### config.mk
export PLATFORM = sky130hd
export DESIGN_NAME = bpae_ctrl
export DESIGN_NICKNAME = d
export VERILOG_FILES = /design/src/hdl/bpae_pkg.sv /design/src/hdl/bpae_ctrl.sv
export SDC_FILE = /design/constraint.sdc
export NUM_CORES = 1
export LEC_CHECK = 0
export BUFFER_PORTS_ARGS = -buffer_cell sky130_fd_sc_hd__clkbuf_2
export CAP_MARGIN = 10
export CORE_AREA = 4 4 41 43
export DETAILED_ROUTE_END_ITERATION = 16
export DIE_AREA = 0 0 45 47
export GPL_ROUTABILITY_DRIVEN = 1
export PLACE_DENSITY = 0.59
export SYNTH_ARGS = -nofsm -noshare
export SYNTH_HDL_FRONTEND = slang
export SYNTH_SLANG_ARGS = --single-unit
### constraint.sdc
create_clock -name clk -period 1.6 [get_ports clk]
set_input_delay 0.16 -clock clk [delete_from_list [all_inputs] [get_ports clk]]
set_output_delay 0.16 -clock clk [all_outputs]
set_load 0.01 [all_outputs]
### src/hdl/bpae_pkg.sv
package bpae_pkg;

  // fixed field widths
  localparam int OP_W       = 3;
  localparam int BUCKET_W   = 6;
  localparam int PAY_W      = 32;
  localparam int KIND_W     = 3;
  localparam int ENTRY_W    = 6;
  localparam int BIU_W      = 7;
  localparam int AGE_W      = 11;
  localparam int CFG_IDX_W  = 2;
  localparam int CFG_DATA_W = 11;

  // parameter defaults and fixed limits
  localparam int POOL_ENTRIES_DEF = 64;
  localparam int HANDLE_BITS_DEF  = 32;
  localparam int MAX_BUCKETS      = 64;

  // register indexes and reset values
  localparam logic [CFG_IDX_W-1:0] REG_BUCKETS = 2'd0;
  localparam logic [CFG_IDX_W-1:0] REG_EXPIRY  = 2'd1;
  localparam logic [BIU_W-1:0]     BIU_RESET    = 7'd64;
  localparam logic [AGE_W-1:0]     EXPIRY_RESET = 11'h708;

  typedef enum logic [OP_W-1:0] {
    OP_ALLOC   = 3'd0,
    OP_RELEASE = 3'd1,
    OP_TICK    = 3'd2,
    OP_EVICT   = 3'd3,
    OP_CLEAR   = 3'd4
  } op_t;

  typedef enum logic [KIND_W-1:0] {
    K_ALLOC    = 3'd0,
    K_FAIL     = 3'd1,
    K_RELEASED = 3'd2,
    K_EVICTED  = 3'd3,
    K_NONE     = 3'd4,
    K_NOTHING  = 3'd5,
    K_CLEARED  = 3'd6
  } kind_t;

  typedef enum logic [2:0] {
    CMD_NONE,
    CMD_START,
    CMD_ALLOC_RD,
    CMD_ALLOC_WR,
    CMD_STEP,
    CMD_EV_FREE,
    CMD_HOLD,
    CMD_FINAL
  } cmd_t;

  typedef struct packed {
    logic alloc_ok;
    logic walk_end;
    logic walk_free;
    logic found;
    logic hold_valid;
    logic out_free;
  } dp_status_t;

endpackage

### src/hdl/bpae_ctrl.sv
module bpae_ctrl (
  input  logic                         clk,
  input  logic                         rst,
  input  logic                         in_valid,
  input  logic [bpae_pkg::OP_W-1:0]    opcode,
  output logic                         in_stall,
  input  bpae_pkg::dp_status_t         st,
  output bpae_pkg::cmd_t               cmd
);
  import bpae_pkg::*;

  typedef enum logic [2:0] {
    S_IDLE,
    S_ALLOC_RD,
    S_ALLOC_WR,
    S_WALK,
    S_EV_FREE,
    S_HOLD,
    S_FINAL
  } state_t;

  state_t state, state_next;
  logic   is_evict, is_evict_next;

  assign in_stall = (state != S_IDLE);

  // command and next state
  always_comb begin
    cmd           = CMD_NONE;
    state_next    = state;
    is_evict_next = is_evict;
    case (state)
      S_IDLE: begin
        if (in_valid) begin
          cmd           = CMD_START;
          is_evict_next = (opcode == OP_EVICT);
          case (opcode)
            OP_ALLOC:   state_next = st.alloc_ok ? S_ALLOC_RD : S_FINAL;
            OP_RELEASE: state_next = S_WALK;
            OP_TICK:    state_next = S_WALK;
            OP_EVICT:   state_next = S_WALK;
            OP_CLEAR:   state_next = S_FINAL;
            default:    state_next = S_IDLE;
          endcase
        end
      end
      S_ALLOC_RD: begin
        cmd        = CMD_ALLOC_RD;
        state_next = S_ALLOC_WR;
      end
      S_ALLOC_WR: begin
        cmd        = CMD_ALLOC_WR;
        state_next = S_FINAL;
      end
      S_WALK: begin
        cmd = CMD_STEP;
        if (st.walk_end) begin
          state_next = (is_evict && st.found) ? S_EV_FREE : S_FINAL;
        end else if (st.walk_free) begin
          state_next = S_HOLD;
        end
      end
      S_EV_FREE: begin
        cmd        = CMD_EV_FREE;
        state_next = S_HOLD;
      end
      S_HOLD: begin
        if (!(st.hold_valid && !st.out_free)) begin
          cmd        = CMD_HOLD;
          state_next = is_evict ? S_FINAL : S_WALK;
        end
      end
      S_FINAL: begin
        if (st.out_free) begin
          cmd        = CMD_FINAL;
          state_next = S_IDLE;
        end
      end
      default: state_next = S_IDLE;
    endcase
  end

  // state register
  always_ff @(posedge clk) begin
    if (rst) begin
      state    <= S_IDLE;
      is_evict <= 1'b0;
    end else begin
      state    <= state_next;
      is_evict <= is_evict_next;
    end
  end

endmodule

==> impl_metrics.py <==
metrics = {
    "routing": {
        "drtAntennaViolNets": 0,
        "wl_met1_um": 529,
        "drt-pass1-iter-count": 4,
        "totalWireLength_um": 1092,
        "routedWlPerCell_um": 12.00,
        "num_vias": 496,
        "met2_length_um": 517,
        "vias_per_cell": 5.451,
        "route.met3.wl_um": 46,
        "drt_first_iter_violations": 8,
        "drc": 0,
        "highest_layer": "met3",
    },
    "clocking": {
        "htreeDepth": 1,
        "cts_max_path_buffers": 2,
        "cts_buffers": 3,
        "clk_latency_ns": 0.23,
        "ctsHoldBuffers": 0,
        "cts_setup_buffers": 0,
        "cts_tree": "yes",
        "root_buffer": "clkbuf_4",
        "clkTransAtPathRegs_ns": 0.04,
        "cts.sinks": 4,
    },
    "synthesis": {
        "seq_area_frac_synth": 0.1739,
        "yosys_register_bits": 4,
        "synth_edf_count": 0,
        "synth_commonest_cells": "nand2b_1 (6), nor2_1 (6), a21oi_1 (4), dfxtp_1 (4), nand2_1 (4)",
        "syn_avg_cell_area_um2": 7.548,
        "syn_area_um2": 460.4,
        "yosysTopAreaCell": "dfxtp_1",
        "synth_area_leaders": "dfxtp_1 (17%), nand2b_1 (8.2%), a211oi_1 (4.9%)",
        "ys_warn_count": 0,
        "synth_ff_type": "dfxtp_1",
        "async_flop_share": 0,
        "synthCells": 61,
        "syn_nets": 73,
        "synth_top_area_share": 0.1739,
        "synth_cell_types": 31,
    },
    "cells_and_area": {
        "fillCellCount": 141,
        "area_delta_synth_final_pct": 20.65,
        "nets": 90,
        "diodes": 0,
        "final_layout_size_suffix_gt1_frac": 0.3553,
    },
    "sta": {
        "fin_ws_ns": 0.2004,
        "drv_slew": 0,
        "skew_ns": 0.0008901,
        "worst_pin_slew_ns": 0.2911,
        "holdWs_ns": 0.1403,
        "setup-tns-final_ns": 0,
        "period_needed_ns": 1.400,
        "finalSetupViolations": 0,
        "fmax_mhz": 714.5,
        "finalHoldViolations": 0,
        "min_period_over_period": 0.8747,
        "maxSlewHeadroom": 0.8029,
        "rsz0062_at_grt": "false",
    },
    "floorplan": {
        "rows": 13,
        "die_area_um2": 2115,
        "core_um2": 1301,
        "initial_core_util": 0.3538,
        "boundaryPins": 16,
        "dieHeight_um": 47,
        "die_w_um": 45,
    },
    "pwr": {
        "comb_power_share": 0.562,
        "clock_power_share": 0.147,
        "seq_power_share": 0.291,
        "ir_worst_vdd_mv": 0.5704,
        "power.internal_uw": 461.8,
        "p_leak_nw": 0.2220,
        "swShare": 0.4398,
        "power_density_nw_per_um2": 1484,
        "power_switching_uw": 362.5,
    },
    "worst_setup_path": {
        "required_ns": 1.44,
        "max_stage_delay_ns": 0.40,
        "critPathCaptureType": "output pin",
        "cp_cell_sequence": "buf_4, a21oi_1, a211oi_1, clkbuf_2",
        "startpoint": "state[2]$_SDFFE_PP0P_",
        "critPathMaxFanout": 9,
        "r2r_end": "state[1]$_SDFFE_PP0P_",
        "reg2reg_depth": 4,
        "reg2reg_from": "state[2]$_SDFFE_PP0P_",
        "crit_arrival_ns": 1.24,
        "worstSetupPathType": "flop to output pin",
        "cp_slowest_cell": "dfxtp_2",
        "setup.worst_path.start_class": "flop",
        "r2r_slack_ns": 0.33,
    },
    "global_route": {
        "antenna_found_initial": 0,
        "grt_pass1_wl_um": 1863,
        "grt_max_degree": 19,
        "track_usage": 0.1216,
        "grt-ovfl-total": 0,
        "grt_pass1_vias": 448,
    },
    "min_path": {
        "worstHoldStart": "rst",
        "hold-path-endpoint": "state[0]$_SDFFE_PP0P_",
        "holdPathStages": 2,
        "hold_path_class": "primary input to flop",
    },
    "outcome": {
        "status": "finished clean",
    },
    "place": {
        "hpwl_um": 864.8,
        "portBuffers": 15,
        "place_ws_ns": 0.2225,
        "place.gp.congestion": 0.7618,
    },
    "flow_run": {
        "cap_viol_max_count": 0,
    },
}
==> power groups by stage <==
stage / sequential, mW / clock (mW) / combinational, mW
finish: 0.240 / 0.121 / 0.463
global route: 0.256 / 0.139 / 0.520
CTS: 0.231 / 0.129 / 0.469
detailed placement: 0.234 / 0 / 0.466
global placement: 0.232 / 0 / 0.466
floorplan: 0.160 / 0 / 0.432
==> worst max-delay path, delay by kind of cell, from the launching register on <==
kind,cells,cell delay (ns)
buffers and inverters,2,0.34
flip-flops,1,0.40
AO/OA/AOI/OAI,2,0.27
==> worst max-delay path by stage <==
| stage | to | slack, ns | cells past startpoint |
|---|---|---|---|
| after CTS | cmd[0] | 0.04 | 3 |
| final | cmd[2] | 0.20 | 4 |
| after global routing | cmd[1] | 0.10 | 5 |
| after detailed placement | state[0]$_SDFFE_PP0P_ | 0.22 | 4 |
| after floorplan | cmd[2] | 0.38 | 5 |
| after global placement | state[0]$_SDFFE_PP0P_ | 0.22 | 4 |
==> layout by cell type (no fill, tap or decap) <==
cell	instances
a21boi_0	1
dfxtp_1	1
a21oi_1	4
a21bo_1	1
o311a_1	1
nor3_2	1
and2_1	1
nor4bb_1	1
o21ai_0	2
o311ai_1	1
nand3b_1	3
mux2i_1	1
clkbuf_2	15
nor2_1	6
o22ai_1	2
dfxtp_2	3
nand2_1	4
o31a_1	1
and2_4	1
a211oi_1	3
o211ai_1	1
clkbuf_4	3
nor2b_1	2
a211oi_2	1
nor4b_1	1
inv_1	1
nand2b_1	6
buf_4	1
o32ai_1	1
nor4_1	2
nor3_1	2
a21bo_2	1
a21oi_2	1
==> layout make-up <==
| type | instances | area [µm²] | area share |
|---|---|---|---|
| multi-input combinational | 52 | 344.1 | 0.6194 |
| clock buffer | 3 | 22.52 | 0.04054 |
| timing repair buffer | 16 | 82.58 | 0.1486 |
| tap | 15 | 18.77 | 0.03378 |
| sequential | 4 | 83.83 | 0.1509 |
| inverter | 1 | 3.754 | 0.006757 |
==> per-stage QoR <==
step           power, mW  area [µm²]  instances    util
2_1_floorplan     0.5919       460.4         61       -
3_3_place_gp      0.6982       529.3         88  0.4067
3_5_place_dp      0.6999       529.3         88  0.4067
4_1_cts           0.8286       551.8         91  0.4240
5_1_grt           0.9155       555.5         91  0.4269
6_report          0.8243       555.5         91  0.4269
==> state kept, by name, summed over array words and instances, names as in the netlist <==
signal / count
is_evict: 1
state: 3
==> layer usage <==
layer  up-vias  track usage
met4         0      0.05263
li1        262            -
met3         0      0.03448
met2        10       0.1893
met1       224       0.1568
met5         -            0
==> timing repair <==
| action | CTS | global route |
|---|---|---|
| resized for setup | 0 | 3 |
| hold endpoints to repair | 0 | 0 |
| endpoints found under the setup margin | 0 | 3 |
==> cells by family after synthesis <==
logic type / Yosys count / synth area share
muxes: 1 / 0.02174
buffers and inverters: 5 / 0.07879
and+or+nand+nor: 30 / 0.3832
AOI/OAI and AO/OA: 21 / 0.3424
DFF: 4 / 0.1739
(Power assumes the default switching activity.)
